<file path="src/rtl/iirdf1_pkg.sv">
// ---------------------------------------------------------------------------
// iirdf1_pkg: shared types and constants for the direct form I IIR filter
// Fixed point formats, register map, sequencer states and MAC control.
// ---------------------------------------------------------------------------
`default_nettype none

package iirdf1_pkg;

   localparam int SAMPLE_W   = 16;           // Q1.15 samples
   localparam int COEF_W     = 16;           // Q2.14 coefficients
   localparam int PROD_W     = SAMPLE_W + COEF_W;
   localparam int ACC_W      = 36;           // seven products plus headroom
   localparam int FRAC_SHIFT = 14;           // Q3.29 -> Q1.15
   localparam int RND_W      = ACC_W - FRAC_SHIFT;
   localparam int TAP_W      = 2;            // taps 0..3
   localparam int ADDR_W     = 5;            // seven registers at 4*i
   localparam int DATA_W     = 32;

   localparam logic signed [ACC_W-1:0] ROUND_HALF = ACC_W'(1 << (FRAC_SHIFT - 1));
   localparam logic signed [RND_W-1:0] SAT_MAX    = RND_W'(32767);
   localparam logic signed [RND_W-1:0] SAT_MIN    = -RND_W'(32768);
   localparam logic signed [SAMPLE_W-1:0] OUT_MAX = 16'sh7FFF;
   localparam logic signed [SAMPLE_W-1:0] OUT_MIN = 16'sh8000;

   localparam logic signed [COEF_W-1:0] B0_RESET = 16'sd16384;   // 1.0

   // register indexes (byte address / 4)
   typedef enum logic [2:0] {
      REG_B0 = 3'd0,
      REG_B1 = 3'd1,
      REG_B2 = 3'd2,
      REG_B3 = 3'd3,
      REG_A1 = 3'd4,
      REG_A2 = 3'd5,
      REG_A3 = 3'd6
   } reg_idx_type;

   typedef struct packed {
      logic signed [COEF_W-1:0] b0;
      logic signed [COEF_W-1:0] b1;
      logic signed [COEF_W-1:0] b2;
      logic signed [COEF_W-1:0] b3;
      logic signed [COEF_W-1:0] a1;
      logic signed [COEF_W-1:0] a2;
      logic signed [COEF_W-1:0] a3;
   } coef_set_type;

   typedef enum logic [1:0] {
      ST_IDLE,
      ST_ISSUE,
      ST_DRAIN,
      ST_FINISH
   } seq_state_type;

   typedef struct packed {
      logic issue;     // operands valid this cycle
      logic first;     // first product of a sample: replaces the sum
      logic sub;       // feedback tap: subtract
   } mac_ctrl_type;

   typedef struct packed {
      logic pending;   // a product is still waiting to be accumulated
   } mac_stat_type;

endpackage

`default_nettype wire

</file>
<file path="src/rtl/iir_direct_form_one_filter.sv">
// ---------------------------------------------------------------------------
// iir_direct_form_one_filter: third-order IIR filter, direct form I
// Fixed point: Q1.15 samples, Q2.14 coefficients, rounded and saturated.
//
// Usage:
//   req_ channel carries one Q1.15 input word per handshake (valid/stall).
//   rsp_ channel returns one filtered word plus a saturation flag per input.
//   csr_ port (APB-style) holds b0..b3 at 0x00..0x0C, a1..a3 at 0x10..0x18.
//   Write coefficients only while no sample is in flight.
// Timing:
//   One shared MAC does 2*FILTER_ORDER+1 products, one per cycle, then a
//   drain step and a round/saturate step; rsp_valid is registered from
//   the round/saturate step. A new word is taken only once the sequencer
//   is back in idle.
//   req_stall is high while a sample is being worked on.
// Reset:
//   Coefficients return to b0 = 1.0, all others 0; histories clear to zero.
// Stall:
//   A result holds in the output register while rsp_stall is high; the next
//   sample is still taken and worked on, and waits in the final step until
//   the output register frees up.
// ---------------------------------------------------------------------------
`default_nettype none

module iir_direct_form_one_filter
   import iirdf1_pkg::*;
#(
   parameter int FILTER_ORDER = 3
)(
   input  wire logic                       clock,
   input  wire logic                       reset,
   // input words
   input  wire logic                       req_valid,
   output logic                            req_stall,
   input  wire logic signed [SAMPLE_W-1:0] req_sample_in,
   // result words
   output logic                            rsp_valid,
   input  wire logic                       rsp_stall,
   output logic signed [SAMPLE_W-1:0]      rsp_sample_out,
   output logic                            rsp_saturated,
   // coefficient port
   input  wire logic                       csr_psel,
   input  wire logic                       csr_penable,
   input  wire logic                       csr_pwrite,
   input  wire logic [ADDR_W-1:0]          csr_paddr,
   input  wire logic [DATA_W-1:0]          csr_pwdata,
   output logic      [DATA_W-1:0]          csr_prdata,
   output logic                            csr_pready
);

   localparam int NSTEP      = 2 * FILTER_ORDER + 1;
   localparam int STEP_W     = $clog2(NSTEP);
   localparam int HIST_IDX_W = (FILTER_ORDER > 1) ? $clog2(FILTER_ORDER) : 1;
   localparam logic [STEP_W-1:0] LAST_STEP = STEP_W'(NSTEP - 1);

   coef_set_type  coef;
   mac_ctrl_type  mac_ctrl;
   mac_stat_type  mac_stat;
   logic signed [ACC_W-1:0] acc;

   seq_state_type state_ff, state_in;
   logic [STEP_W-1:0] step_ff, step_in;

   logic signed [SAMPLE_W-1:0] x_ff;
   logic signed [SAMPLE_W-1:0] xh_ff [FILTER_ORDER];
   logic signed [SAMPLE_W-1:0] yh_ff [FILTER_ORDER];

   logic                       rsp_valid_ff, rsp_valid_in;
   logic signed [SAMPLE_W-1:0] rsp_sample_ff;
   logic                       rsp_sat_ff;

   logic                       req_accept;
   logic                       finish_fire;
   logic                       out_blocked;

   // step -> tap: step 0 is b0*x, odd steps b_k*x[k-1], even steps a_k*y[k-1]
   logic [TAP_W-1:0]           tap;
   logic                       feedback;
   logic [HIST_IDX_W-1:0]      hidx;
   logic signed [COEF_W-1:0]   op_coef;
   logic signed [SAMPLE_W-1:0] op_data;

   // round and saturate
   logic signed [ACC_W-1:0]    acc_rnd;
   logic signed [RND_W-1:0]    rnd;
   logic signed [SAMPLE_W-1:0] y_new;
   logic                       y_sat;

   iirdf1_csr u_csr (
      .clock       (clock),
      .reset       (reset),
      .csr_psel    (csr_psel),
      .csr_penable (csr_penable),
      .csr_pwrite  (csr_pwrite),
      .csr_paddr   (csr_paddr),
      .csr_pwdata  (csr_pwdata),
      .csr_prdata  (csr_prdata),
      .csr_pready  (csr_pready),
      .coef        (coef)
   );

   iirdf1_mac u_mac (
      .clock (clock),
      .reset (reset),
      .ctrl  (mac_ctrl),
      .coef  (op_coef),
      .data  (op_data),
      .acc   (acc),
      .stat  (mac_stat)
   );

   assign req_accept  = req_valid & ~req_stall;
   assign out_blocked = rsp_valid_ff & rsp_stall;

   // --- operand select ----------------------------------------------------
   assign tap      = TAP_W'(({1'b0, step_ff} + (STEP_W+1)'(1)) >> 1);
   assign feedback = (step_ff != '0) & ~step_ff[0];
   assign hidx     = HIST_IDX_W'(tap - TAP_W'(1));

   always_comb begin
      unique case (tap)
         2'd0:    op_coef = feedback ? '0 : coef.b0;
         2'd1:    op_coef = feedback ? coef.a1 : coef.b1;
         2'd2:    op_coef = feedback ? coef.a2 : coef.b2;
         default: op_coef = feedback ? coef.a3 : coef.b3;
      endcase
      if (tap == '0) begin
         op_data = x_ff;
      end else begin
         op_data = feedback ? yh_ff[hidx] : xh_ff[hidx];
      end
   end

   // --- sequencer: next state ---------------------------------------------
   always_comb begin
      state_in = state_ff;
      unique case (state_ff)
         ST_IDLE:   if (req_valid) state_in = ST_ISSUE;
         ST_ISSUE:  if (step_ff == LAST_STEP) state_in = ST_DRAIN;
         ST_DRAIN:  state_in = ST_FINISH;
         ST_FINISH: if (!out_blocked) state_in = ST_IDLE;
         default:   state_in = ST_IDLE;
      endcase
   end

   // --- sequencer: outputs ------------------------------------------------
   always_comb begin
      req_stall      = (state_ff != ST_IDLE);
      mac_ctrl.issue = (state_ff == ST_ISSUE);
      mac_ctrl.first = (step_ff == '0);
      mac_ctrl.sub   = feedback;
      finish_fire    = (state_ff == ST_FINISH) & ~out_blocked;
      step_in        = (state_ff == ST_ISSUE) ? step_ff + STEP_W'(1) : '0;
   end

   always_ff @(posedge clock) begin
      if (reset) begin
         state_ff <= ST_IDLE;
         step_ff  <= '0;
      end else begin
         state_ff <= state_in;
         step_ff  <= step_in;
      end
   end

   // --- round half up, then clip to 16 bits -------------------------------
   assign acc_rnd = acc + ROUND_HALF;
   assign rnd     = acc_rnd[ACC_W-1:FRAC_SHIFT];

   always_comb begin
      priority if (rnd > SAT_MAX) begin
         y_new = OUT_MAX;
         y_sat = 1'b1;
      end else if (rnd < SAT_MIN) begin
         y_new = OUT_MIN;
         y_sat = 1'b1;
      end else begin
         y_new = rnd[SAMPLE_W-1:0];
         y_sat = 1'b0;
      end
   end

   // --- sample and histories ----------------------------------------------
   always_ff @(posedge clock) begin
      if (req_accept) begin
         x_ff <= req_sample_in;
      end
   end

   always_ff @(posedge clock) begin
      if (reset) begin
         for (int i = 0; i < FILTER_ORDER; i++) begin
            xh_ff[i] <= '0;
            yh_ff[i] <= '0;
         end
      end else if (finish_fire) begin
         xh_ff[0] <= x_ff;
         yh_ff[0] <= y_new;
         for (int i = 1; i < FILTER_ORDER; i++) begin
            xh_ff[i] <= xh_ff[i-1];
            yh_ff[i] <= yh_ff[i-1];
         end
      end
   end

   // --- output register ---------------------------------------------------
   assign rsp_valid_in = finish_fire | out_blocked;

   always_ff @(posedge clock) begin
      if (reset) begin
         rsp_valid_ff <= 1'b0;
      end else begin
         rsp_valid_ff <= rsp_valid_in;
      end
   end

   always_ff @(posedge clock) begin
      if (finish_fire) begin
         rsp_sample_ff <= y_new;
         rsp_sat_ff    <= y_sat;
      end
   end

   assign rsp_valid      = rsp_valid_ff;
   assign rsp_sample_out = rsp_sample_ff;
   assign rsp_saturated  = rsp_sat_ff;

`ifndef ASSERT_OFF
   // a new result only ever appears right after the round/saturate step
   a_rsp_from_finish: assert property (@(posedge clock) disable iff (reset)
      $rose(rsp_valid) |-> $past(state_ff == ST_FINISH))
      else $error("result appeared without a finish step");

   // the sum must be complete before it is rounded
   a_no_pending_at_finish: assert property (@(posedge clock) disable iff (reset)
      (state_ff == ST_FINISH) |-> !mac_stat.pending)
      else $error("product still pending at finish");

   // a clipped result sits on a rail
   a_sat_at_rail: assert property (@(posedge clock) disable iff (reset)
      (rsp_valid && rsp_saturated) |->
         (rsp_sample_out == OUT_MAX || rsp_sample_out == OUT_MIN))
      else $error("saturated flag without rail value");

   // an accepted word starts the product sequence at b0
   a_accept_starts: assert property (@(posedge clock) disable iff (reset)
      req_accept |=> (state_ff == ST_ISSUE && step_ff == '0))
      else $error("accept did not start the sequence");
`endif

endmodule

`default_nettype wire

</file>
<file path="src/rtl/iirdf1_csr.sv">
// ---------------------------------------------------------------------------
// iirdf1_csr: coefficient register bank
// APB-style write/read of the seven Q2.14 coefficients.
// ---------------------------------------------------------------------------
`default_nettype none

module iirdf1_csr
   import iirdf1_pkg::*;
(
   input  wire logic              clock,
   input  wire logic              reset,
   input  wire logic              csr_psel,
   input  wire logic              csr_penable,
   input  wire logic              csr_pwrite,
   input  wire logic [ADDR_W-1:0] csr_paddr,
   input  wire logic [DATA_W-1:0] csr_pwdata,
   output logic      [DATA_W-1:0] csr_prdata,
   output logic                   csr_pready,
   output coef_set_type           coef
);

   coef_set_type coef_ff, coef_in;
   logic [2:0]   idx;
   logic         wr_en;
   logic signed [COEF_W-1:0] wdata;
   logic signed [COEF_W-1:0] rdata;

   assign idx        = csr_paddr[ADDR_W-1:2];
   assign wr_en      = csr_psel & csr_penable & csr_pwrite;
   assign wdata      = csr_pwdata[COEF_W-1:0];
   assign csr_pready = 1'b1;
   assign coef       = coef_ff;

   always_comb begin
      coef_in = coef_ff;
      if (wr_en) begin
         unique case (idx)
            REG_B0:  coef_in.b0 = wdata;
            REG_B1:  coef_in.b1 = wdata;
            REG_B2:  coef_in.b2 = wdata;
            REG_B3:  coef_in.b3 = wdata;
            REG_A1:  coef_in.a1 = wdata;
            REG_A2:  coef_in.a2 = wdata;
            REG_A3:  coef_in.a3 = wdata;
            default: ;   // outside the map: dropped
         endcase
      end
   end

   always_comb begin
      unique case (idx)
         REG_B0:  rdata = coef_ff.b0;
         REG_B1:  rdata = coef_ff.b1;
         REG_B2:  rdata = coef_ff.b2;
         REG_B3:  rdata = coef_ff.b3;
         REG_A1:  rdata = coef_ff.a1;
         REG_A2:  rdata = coef_ff.a2;
         REG_A3:  rdata = coef_ff.a3;
         default: rdata = '0;
      endcase
      csr_prdata = {{(DATA_W-COEF_W){rdata[COEF_W-1]}}, rdata};
   end

   always_ff @(posedge clock) begin
      if (reset) begin
         coef_ff    <= '0;
         coef_ff.b0 <= B0_RESET;
      end else begin
         coef_ff <= coef_in;
      end
   end

endmodule

`default_nettype wire

</file>
<file path="src/rtl/iirdf1_mac.sv">
// ---------------------------------------------------------------------------
// iirdf1_mac: shared multiply-accumulate unit
// 16x16 signed multiply into a product register, then add or subtract.
// ---------------------------------------------------------------------------
`default_nettype none

module iirdf1_mac
   import iirdf1_pkg::*;
(
   input  wire logic                       clock,
   input  wire logic                       reset,
   input  wire mac_ctrl_type               ctrl,
   input  wire logic signed [COEF_W-1:0]   coef,
   input  wire logic signed [SAMPLE_W-1:0] data,
   output logic signed [ACC_W-1:0]         acc,
   output mac_stat_type                    stat
);

   logic signed [PROD_W-1:0] prod_ff, prod_in;
   logic                     pvld_ff, first_ff, sub_ff;
   logic signed [ACC_W-1:0]  acc_ff, acc_in;
   logic signed [ACC_W-1:0]  prod_ext;
   logic signed [ACC_W-1:0]  base;

   assign prod_in  = coef * data;
   assign prod_ext = {{(ACC_W-PROD_W){prod_ff[PROD_W-1]}}, prod_ff};
   assign base     = first_ff ? '0 : acc_ff;

   always_comb begin
      acc_in = acc_ff;
      if (pvld_ff) begin
         acc_in = sub_ff ? (base - prod_ext) : (base + prod_ext);
      end
   end

   always_ff @(posedge clock) begin
      if (reset) begin
         pvld_ff <= 1'b0;
      end else begin
         pvld_ff <= ctrl.issue;
      end
   end

   always_ff @(posedge clock) begin
      prod_ff  <= prod_in;
      first_ff <= ctrl.first;
      sub_ff   <= ctrl.sub;
      acc_ff   <= acc_in;
   end

   assign acc          = acc_ff;
   assign stat.pending = pvld_ff;

endmodule

`default_nettype wire
</file>
<file path="config.mk">
export PLATFORM = sky130hd
export DESIGN_NAME = iir_direct_form_one_filter
export DESIGN_NICKNAME = d
export VERILOG_FILES = /design/src/rtl/iirdf1_pkg.sv /design/src/rtl/iir_direct_form_one_filter.sv /design/src/rtl/iirdf1_csr.sv /design/src/rtl/iirdf1_mac.sv
export SDC_FILE = /design/constraint.sdc
export NUM_CORES = 1
export LEC_CHECK = 0
export BUFFER_PORTS_ARGS = -buffer_cell sky130_fd_sc_hd__buf_2
export CAP_MARGIN = 15
export CORE_MARGIN = 3
export CORE_UTILIZATION = 60
export CTS_CLUSTER_DIAMETER = 80
export DETAILED_ROUTE_END_ITERATION = 12
export HOLD_SLACK_MARGIN = 0.1
export PLACE_DENSITY = 0.78
export SLEW_MARGIN = 10
export SYNTH_ARGS = -nofsm -noshare
export SYNTH_HDL_FRONTEND = slang
export SYNTH_SLANG_ARGS = --single-unit
</file>
<file path="constraint.sdc">
create_clock -name clock -period 12.15 [get_ports clock]
set_clock_uncertainty 0.05 [all_clocks]
set_input_delay 0.6075 -clock clock [delete_from_list [all_inputs] [get_ports clock]]
set_output_delay 0.6075 -clock clock [all_outputs]
set_load 0.02 [all_outputs]
</file>
==> results of run 1 <==
metal layers:
layer  GRT usage  share of wire  vias to the layer above
met5           0              0                        -
met3      0.0483          0.085                      179
li1            -              -                     9327
met4       0.106          0.035                        0
met2       0.488           0.48                      940
met1       0.395           0.40                     9893
critical path: cells and delay by family (launching register included):
kind	cells	cell delay (ns)
adder cells (fa/ha/maj)	8	3.69
AO/OA/AOI/OAI	6	1.97
AND/OR/NAND/NOR	8	1.71
buffers and inverters	6	0.94
multiplexers	1	0.57
flip-flops	1	0.34
cell type report:
class,count,area [um^2],area share
inverters,342,1280,0.0450
clock buffers,43,947,0.0332
multi-input cells,2035,16500,0.577
flip-flops and latches,318,8020,0.281
well taps,585,732,0.0257
repair buffers,122,698,0.0245
clock inverters,23,382,0.0134
worst paths after layout:
| check | end | depth (start not counted) | start | slack [ns] |
|---|---|---|---|---|
| max | u_mac.prod_ff[28] | 29 | step_ff[0] | 2.75 |
| min | x_ff[7] | 1 | req_sample_in[7] | 0.15 |
| max reg2reg | u_mac.prod_ff[28] | 29 | step_ff[0] | 2.75 |
| min reg2reg | u_csr.coef[68] | 2 | u_csr.coef[68] | 0.42 |
logic make-up after synthesis:
group | Yosys count | share of synthesized area
AO/OA/AOI/OAI | 471 | 0.110
XOR/XNOR | 111 | 0.0369
multiplexers | 91 | 0.0489
buffers and inverters | 477 | 0.0716
flip-flops | 318 | 0.304
AND/OR/NAND/NOR | 969 | 0.167
adder cells (fa/ha/maj) | 392 | 0.261
other | 1 | 0.000142
placed cells by master, fill, tap and decap left out, drive strengths merged, types with 5 or more instances in the layout:
master | Yosys | layout
a211oi | 5 | 5
a21o | 43 | 43
a21oi | 238 | 238
a221o | 13 | 13
a221oi | 19 | 19
a22oi | 8 | 8
a31oi | 7 | 7
and2 | 105 | 105
and3 | 11 | 11
buf | 37 | 122
bufinv | 0 | 8
clkbuf | 98 | 43
clkinv | 1 | 11
dfxtp | 153 | 153
edfxtp | 165 | 165
fa | 263 | 263
ha | 129 | 129
inv | 341 | 344
mux2 | 12 | 12
mux2i | 50 | 50
mux4 | 29 | 29
nand2 | 407 | 407
nand2b | 30 | 30
nand3 | 23 | 23
nand4 | 9 | 9
nor2 | 261 | 261
nor2b | 45 | 45
nor3 | 34 | 34
nor4 | 11 | 11
o21a | 21 | 21
o21ai | 73 | 73
o21bai | 7 | 7
or2 | 18 | 18
xnor2 | 89 | 89
xor2 | 22 | 22
per-stage QoR:
step | cell area (um^2) | instances | util
floorplan | 26300 | 2830 | -
global placement | 27200 | 3400 | 0.628
global route | 28500 | 3468 | 0.659
CTS | 28500 | 3466 | 0.659
detailed placement | 27200 | 3400 | 0.628
finish | 28500 | 3468 | 0.659
state kept, by name, indices dropped and copies added (netlist names):
register        count
rsp_valid           1
u_mac.acc          36
u_mac.stat          1
x_ff               16
u_mac.first_ff      1
u_mac.sub_ff        1
xh_ff              48
step_ff             3
rsp_saturated       1
u_csr.coef        112
state_ff            2
u_mac.prod_ff      32
rsp_sample_out     16
yh_ff              48
==> results.md, run 1 <==
| Result | Value | Unit |
|:---|:---|:---|
| Gate Count Post-Synth | 2830 | - |
| Fraction of layout instances using a drive strength above 1 | 0.0923 | - |
| Fraction of synthesized cell area taken by the top area cell type | 0.200 | - |
| Resized cells post-CTS | 0 | - |
| Gpl congestion | 0.934 | - |
| Number of antenna violations at the first check in global routing | 0 | - |
| Total Die Area | 46500 | um^2 |
| Post-CTS Repair Setup Buffers | 0 | - |
| Cts bufs inserted | 36 | - |
| Root buffer cell | clkbuf_16 | - |
| Total of max-cap violations | 0 | - |
| Number of slew-limit violations in the final report | 0 | - |
| Number of warnings reported in the yosys synthesis log | 0 | - |
| Placement row count | 76 | - |
| Vertical die dimension | 216 | um |
| Vias in the first global route | 20820 | - |
| Maximum level of the CTS H-tree | 2 | - |
| Layout Area Growth over Synthesis | 8.30 | % |
| Starting density of the core | 0.609 | - |
| Cell type with the highest occurrence count on the critical path | fa_1 | - |
| DRC marker count from the first detailed-route iteration | 1941 | - |
| Critical path peak fanout | 38 | - |
| Clock sink count | 318 | - |
| Worst path required time | 12.56 | ns |
| Cell taking the most area after synthesis | fa_1 | - |
| Path type of the worst min-delay path | input pin to flop | - |
| Overall via count from detail_route | 20339 | - |
| Critical path launch point type | flop | - |
| Die width | 216 | um |
| Slew at the pin closest to its max-slew limit | 1.22 | ns |
| Post-synth top cells | nand2_1, inv_1, fa_1, nor2_1, a21oi_1 | - |
| DR WL/cell | 19.4 | um |
| Total Routing Usage GR | 0.294 | - |
| Number of inserted diodes | 0 | - |
| Count leader, synth | nand2_1 | - |
| Netlist Area Pre-Place | 26300 | um^2 |
| Hold Vio Cnt, Final | 0 | - |
| Max Fclk | 0.106 | GHz |
| Outcome | finished, final reports clean | - |
| Final setup vio count | 0 | - |
| Post-CTS Hold Fix Bufs | 0 | - |
| Maximum number of pins on one net before global-route repair | 113 | - |
| Data arrival at the endpoint of the critical path | 9.81 | ns |
| Remaining global-route overflow | 0 | - |
| Final-layout worst hold slack | 0.146 | ns |
| Final net count | 3307 | - |
| Distinct cells, synth | 74 | - |
| Slowest stage cell on the critical path | o21a_1 | - |
| Clock tree from TritonCTS | done | - |
| Via-to-Cell Ratio | 5.86 | - |
| Classification of the worst setup path | flop to flop | - |
| First-pass GRT wire length | 110 | mm |
| Setup repair after global routing missed its margin | false | - |
| Most used DFF post-synth | edfxtp_1 | - |
| Count of flip-flops with a built-in enable after synthesis | 165 | - |
| Setup TNS Final | 0 | ns |
| Count of pins on the block boundary | 112 | - |
| Final-layout fill cell count | 3348 | - |
| Max-Slew Margin vs Limit | 0.184 | - |
| Count of buffers from port buffering | 92 | - |
| Clock input transition at the sequential cells of the worst setup and hold paths | 0.06 | ns |
| Total wire length after detailed routing | 67.3 | mm |
| Post-layout worst setup margin | 2.75 | ns |
| Largest cells by area after synthesis | fa_1, edfxtp_1, dfxtp_1 | - |
| Fraction of the yosys area taken by sequential cells | 0.304 | - |
| Count of nets left with antenna violations after detail routing | 0 | - |
| Flip-flop and latch count after synthesis | 318 | - |
| DRC Markers | 0 | - |
| Share of flip-flops with an asynchronous set or reset | 0 | - |
| Largest stage delay on the critical path | 0.67 | ns |
| Worst setup EP type | flop | - |
| Time the final worst path needs with I/O delays and setup | 9.40 | ns |
| Tcrit/Tclk final | 0.774 | - |
| Placement-stage worst setup slack | 2.87 | ns |
| Initial DRT Pass Iterations | 6 | - |
| Mapped Avg Cell Area | 9.31 | um^2 |
| Net count after synthesis | 3282 | - |
| Maximum buffer depth of the clock tree | 3 | - |
| Clk Latency, worst-skew pair | 0.58 | ns |
| Detailed placement HPWL | 48.9 | mm |
| Core Box Area | 43300 | um^2 |
Power of run 1 is left out: the tool's default activity adds up to more than one toggle a clock period on the data nets, which glitch-free logic cannot reach.
==> run 2: changes to the inputs <==
--- a/config.mk
+++ b/config.mk
@@ -5,14 +5,15 @@
 export SDC_FILE = /design/constraint.sdc
 export NUM_CORES = 1
 export LEC_CHECK = 0
+export ABC_AREA = 1
 export BUFFER_PORTS_ARGS = -buffer_cell sky130_fd_sc_hd__buf_2
 export CAP_MARGIN = 15
 export CORE_MARGIN = 3
-export CORE_UTILIZATION = 60
+export CORE_UTILIZATION = 58
 export CTS_CLUSTER_DIAMETER = 80
 export DETAILED_ROUTE_END_ITERATION = 12
 export HOLD_SLACK_MARGIN = 0.1
-export PLACE_DENSITY = 0.78
+export PLACE_DENSITY = 0.79
 export SLEW_MARGIN = 10
 export SYNTH_ARGS = -nofsm -noshare
 export SYNTH_HDL_FRONTEND = slang
==> constraint.sdc (replaced) <==
create_clock -name clock -period 8.55 [get_ports clock]
set_clock_uncertainty 0.05 [all_clocks]
set_input_delay 0.4275 -clock clock [delete_from_list [all_inputs] [get_ports clock]]
set_output_delay 0.4275 -clock clock [all_outputs]
set_load 0.02 [all_outputs]
==> run 2 against run 1 <==
Via count grew 12%; register-to-register slack lost 2.3 ns; global-route usage is essentially flat; worst hold slack gained 0.011 ns; design area grew 3.2%; die area grew 6.9%; sequential share of layout area shrank 0.86 points; setup slack lost 2.3 ns; non-clock buffer count grew 24; sequential cell count is the same; count of clock-buffer cells in the layout grew 4; largest cell class unchanged.
==> results.md, run 2 <==
| Result | Value | Unit | Delta |
|:---|:---|:---|:---|
| Outcome | finished, final reports clean | - |  |
| Critical path launch point type | flop | - |  |
| Cell taking the most area after synthesis | fa_1 | - |  |
| Total of max-cap violations | 0 | - | unchanged |
| Slew at the pin closest to its max-slew limit | 1.17 | ns | -0.0451 ns |
| Tcrit/Tclk final | 0.947 | - | +0.173 |
| Internal power component | 5.64 | mW |  |
| LEAKAGE | 14.0 | nW |  |
| Clock tree from TritonCTS | done | - |  |
| R2R depth | 32 | - | +10% |
| WHS Endpoint | u_csr.coef[110] | - |  |
| Most used DFF post-synth | edfxtp_1 | - |  |
| Die width | 223 | um | +3.4% |
| Clock sink count | 318 | - | unchanged |
| Overall via count from detail_route | 22865 | - | +12% |
| Time the final worst path needs with I/O delays and setup | 8.10 | ns | -1.30 ns |
| Max Fclk | 0.124 | GHz | +16% |
| Beginning of the worst register-to-register path | step_ff[0] | - |  |
| Total Die Area | 49700 | um^2 | +6.9% |
| Clock input transition at the sequential cells of the worst setup and hold paths | 0.06 | ns | about the same |
| Fraction of layout instances using a drive strength above 1 | 0.0724 | - | -0.0199 |
| Clk Latency, worst-skew pair | 0.55 | ns | -0.03 ns |
| Number of slew-limit violations in the final report | 0 | - | unchanged |
| Hold Vio Cnt, Final | 0 | - | unchanged |
| Largest stage delay on the critical path | 0.57 | ns | -0.10 ns |
| Clock network fraction of design power | 0.124 | - |  |
| Placement-stage worst setup slack | 0.498 | ns | -2.37 ns |
| DRC marker count from the first detailed-route iteration | 2266 | - | +17% |
| Area of the multi-input gates | 16300 | um^2 | -1.1% |
| Slowest stage cell on the critical path | fa_1 | - |  |
| Max-Slew Margin vs Limit | 0.215 | - | +0.0311 |
| Detailed placement HPWL | 54.5 | mm | +11% |
| Most frequent cells in the layout | nor2_1, inv_1, nand2_1 | - |  |
| Gate Count Post-Synth | 3411 | - | +21% |
| Power density over the cells | 396 | nW/um^2 |  |
| Number of warnings reported in the yosys synthesis log | 0 | - | unchanged |
| First-pass GRT wire length | 118 | mm | +7.5% |
| Share of flip-flops with an asynchronous set or reset | 0 | - | unchanged |
| Gpl congestion | 0.979 | - | +4.8% |
| Fraction of synthesized cell area taken by the top area cell type | 0.193 | - | -0.00678 |
| Final-layout fill cell count | 3828 | - | +14% |
| Portion of total power attributed to combinational logic | 0.686 | - |  |
| Most common library cell in the layout ignoring fill and taps | nor2_1 | - |  |
| Post-layout worst setup margin | 0.455 | ns | -2.30 ns |
| Count of nets left with antenna violations after detail routing | 0 | - | unchanged |
| Post-synth top cells | nor2_1, inv_1, nand2_1, fa_1, o21ai_0 | - |  |
| Setup TNS Final | 0 | ns | unchanged |
| Layout Cells excl Fill | 4097 | - | +18% |
| Netlist Area Pre-Place | 27300 | um^2 | +3.5% |
| Maximum level of the CTS H-tree | 2 | - | unchanged |
| Initial DRT Pass Iterations | 6 | - | unchanged |
| Final net count | 3924 | - | +19% |
| Internal reg-to-reg setup slack | 0.45 | ns | -2.30 ns |
| Cts bufs inserted | 36 | - | unchanged |
| Number of instances in the placed design | 4017 | - | +18% |
| Worst reg2reg path endpoint | u_mac.prod_ff[23] | - |  |
| DR WL/cell | 17.7 | um | -8.6% |
| Layout Area Growth over Synthesis | 7.94 | % |  |
| Placement row count | 78 | - | +2.6% |
| Data arrival at the endpoint of the critical path | 8.46 | ns | -1.35 ns |
| Count of flip-flops with a built-in enable after synthesis | 165 | - | unchanged |
| Count of pins on the block boundary | 112 | - | unchanged |
| Reg area | 8020 | um^2 | unchanged |
| Number of flip-flops in the largest register | 112 | - | unchanged |
| Count leader, synth | nor2_1 | - |  |
| Launch point of the worst hold path | csr_pwdata[14] | - |  |
| Path type of the worst min-delay path | input pin to flop | - |  |
| Flip-flop and latch count after synthesis | 318 | - | unchanged |
| Total Routing Usage GR | 0.294 | - | about the same |
| Setup repair after global routing missed its margin | false | - |  |
| Core Box Area | 45900 | um^2 | +6.0% |
| Classification of the worst setup path | flop to flop | - |  |
| Post-layout total power | 11.7 | mW |  |
| Power share of the sequential group | 0.190 | - |  |
| Vertical die dimension | 223 | um | +3.4% |
| Post-CTS Repair Setup Buffers | 0 | - | unchanged |
| DRC Markers | 0 | - | unchanged |
| Worst path required time | 8.92 | ns | -3.64 ns |
| Switching power as a share of total power | 0.517 | - |  |
| Maximum number of pins on one net before global-route repair | 117 | - | +3.5% |
| Remaining global-route overflow | 0 | - | unchanged |
| Worst setup EP type | flop | - |  |
| Via-to-Cell Ratio | 5.58 | - | -4.8% |
| Largest cells by area after synthesis | fa_1, edfxtp_1, dfxtp_1 | - |  |
| Starting density of the core | 0.594 | - | -0.0144 |
| Total wire length after detailed routing | 72.7 | mm | +8.0% |
| Maximum buffer depth of the clock tree | 3 | - | unchanged |
| Mapped Avg Cell Area | 7.99 | um^2 | -14% |
| Fraction of the yosys area taken by sequential cells | 0.294 | - | -0.0103 |
| Max IR drop VDD | 0.382 | mV |  |
| Count of cells along the worst hold path | 3 | - | +2 |
| Root buffer cell | clkbuf_16 | - |  |
| Vias in the first global route | 22310 | - | +7.2% |
| Count of buffers from port buffering | 92 | - | unchanged |
| Final setup vio count | 0 | - | unchanged |
| Distinct cells, synth | 59 | - | -20% |
| Net count after synthesis | 3863 | - | +18% |
| Critical path peak fanout | 23 | - | -39% |
| Number of antenna violations at the first check in global routing | 1 | - | +1 |
| Sw Pwr | 6.03 | mW |  |
run 2: changes by cell type after synthesis, moves of 67 or more:
cell	change
nor2_1	+347
inv_1	+260
o21ai_0	+185
and2_1	-103
nand2_1	+101
a21oi_1	-92
nand3_1	+67
run 2: worst max path at each step:
stage | to | slack (ns) | cells past startpoint | from
2_1_floorplan | u_mac.prod_ff[31] | 1.46 | 26 | step_ff[0]
3_3_place_gp | u_mac.prod_ff[30] | 0.64 | 33 | step_ff[0]
3_5_place_dp | u_mac.prod_ff[23] | 0.50 | 28 | step_ff[0]
4_1_cts | u_mac.prod_ff[23] | 0.45 | 28 | step_ff[0]
5_1_grt | u_mac.prod_ff[31] | 0.03 | 31 | step_ff[0]
6_report | u_mac.prod_ff[23] | 0.45 | 32 | step_ff[0]
run 2: cell type report:
class / count / area share
Inverter: 628 / 0.0801
Tap cell: 600 / 0.0255
Sequential cell: 318 / 0.272
Multi-Input combinational cell: 2342 / 0.554
Timing Repair Buffer: 146 / 0.0317
Antenna cell: 1 / 0.0000850
Clock inverter: 15 / 0.00310
Clock buffer: 47 / 0.0334
run 2: repair_timing:
item                                    in CTS  in global routing
hold buffers                                17                  0
resized for setup                            0                  1
hold endpoints to repair                    18                  0
endpoints found under the setup margin       0                  8
run 2: worst max-delay path, delay by kind of cell, from the launching register on:
| kind | cells | cell delay [ns] |
|---|---|---|
| AOI/OAI and AO/OA | 9 | 1.52 |
| xor gates and xnor gates | 2 | 0.37 |
| and+or+nand+nor | 4 | 0.34 |
| buffers and inverters | 8 | 1.26 |
| adders and majority gates | 9 | 4.10 |
| DFF | 1 | 0.33 |
run 2: through the flow:
step                hold slack [ns]  area [um^2]  utilization
finish                        0.157        29400        0.642
global route                  0.164        29400        0.642
CTS                           0.133        29400        0.642
detailed placement            0.393        28200        0.614
global placement              0.382        28200        0.614
floorplan                     0.367        27300            -
run 2: layer usage:
| metal | up-vias | track usage | routed length [um] |
|---|---|---|---|
| met1 | 10797 | 0.402 | 30100 |
| met5 | - | 0 | 0 |
| met3 | 168 | 0.0497 | 6210 |
| met2 | 1029 | 0.469 | 33200 |
| li1 | 10871 | - | - |
| met4 | 0 | 0.120 | 3170 |
run 2: cells by family after synthesis:
logic type,after synthesis,synth area share
AOI/OAI and AO/OA,539,0.115
xor gates and xnor gates,109,0.0353
adders and majority gates,392,0.252
buffers and inverters,751,0.109
DFF,318,0.294
other,1,0.000138
and+or+nand+nor,1301,0.194
run 2: power groups by stage:
| stage | sequential (mW) | combinational [mW] | clock [mW] |
|---|---|---|---|
| global route | 2.24 | 9.00 | 1.52 |
| finish | 2.22 | 8.00 | 1.45 |
| CTS | 2.22 | 7.95 | 1.46 |
| detailed placement | 2.24 | 7.80 | 0 |
| global placement | 2.24 | 7.77 | 0 |
| floorplan | 2.20 | 5.76 | 0 |
Note: power is estimated with default switching activity, not from simulation.
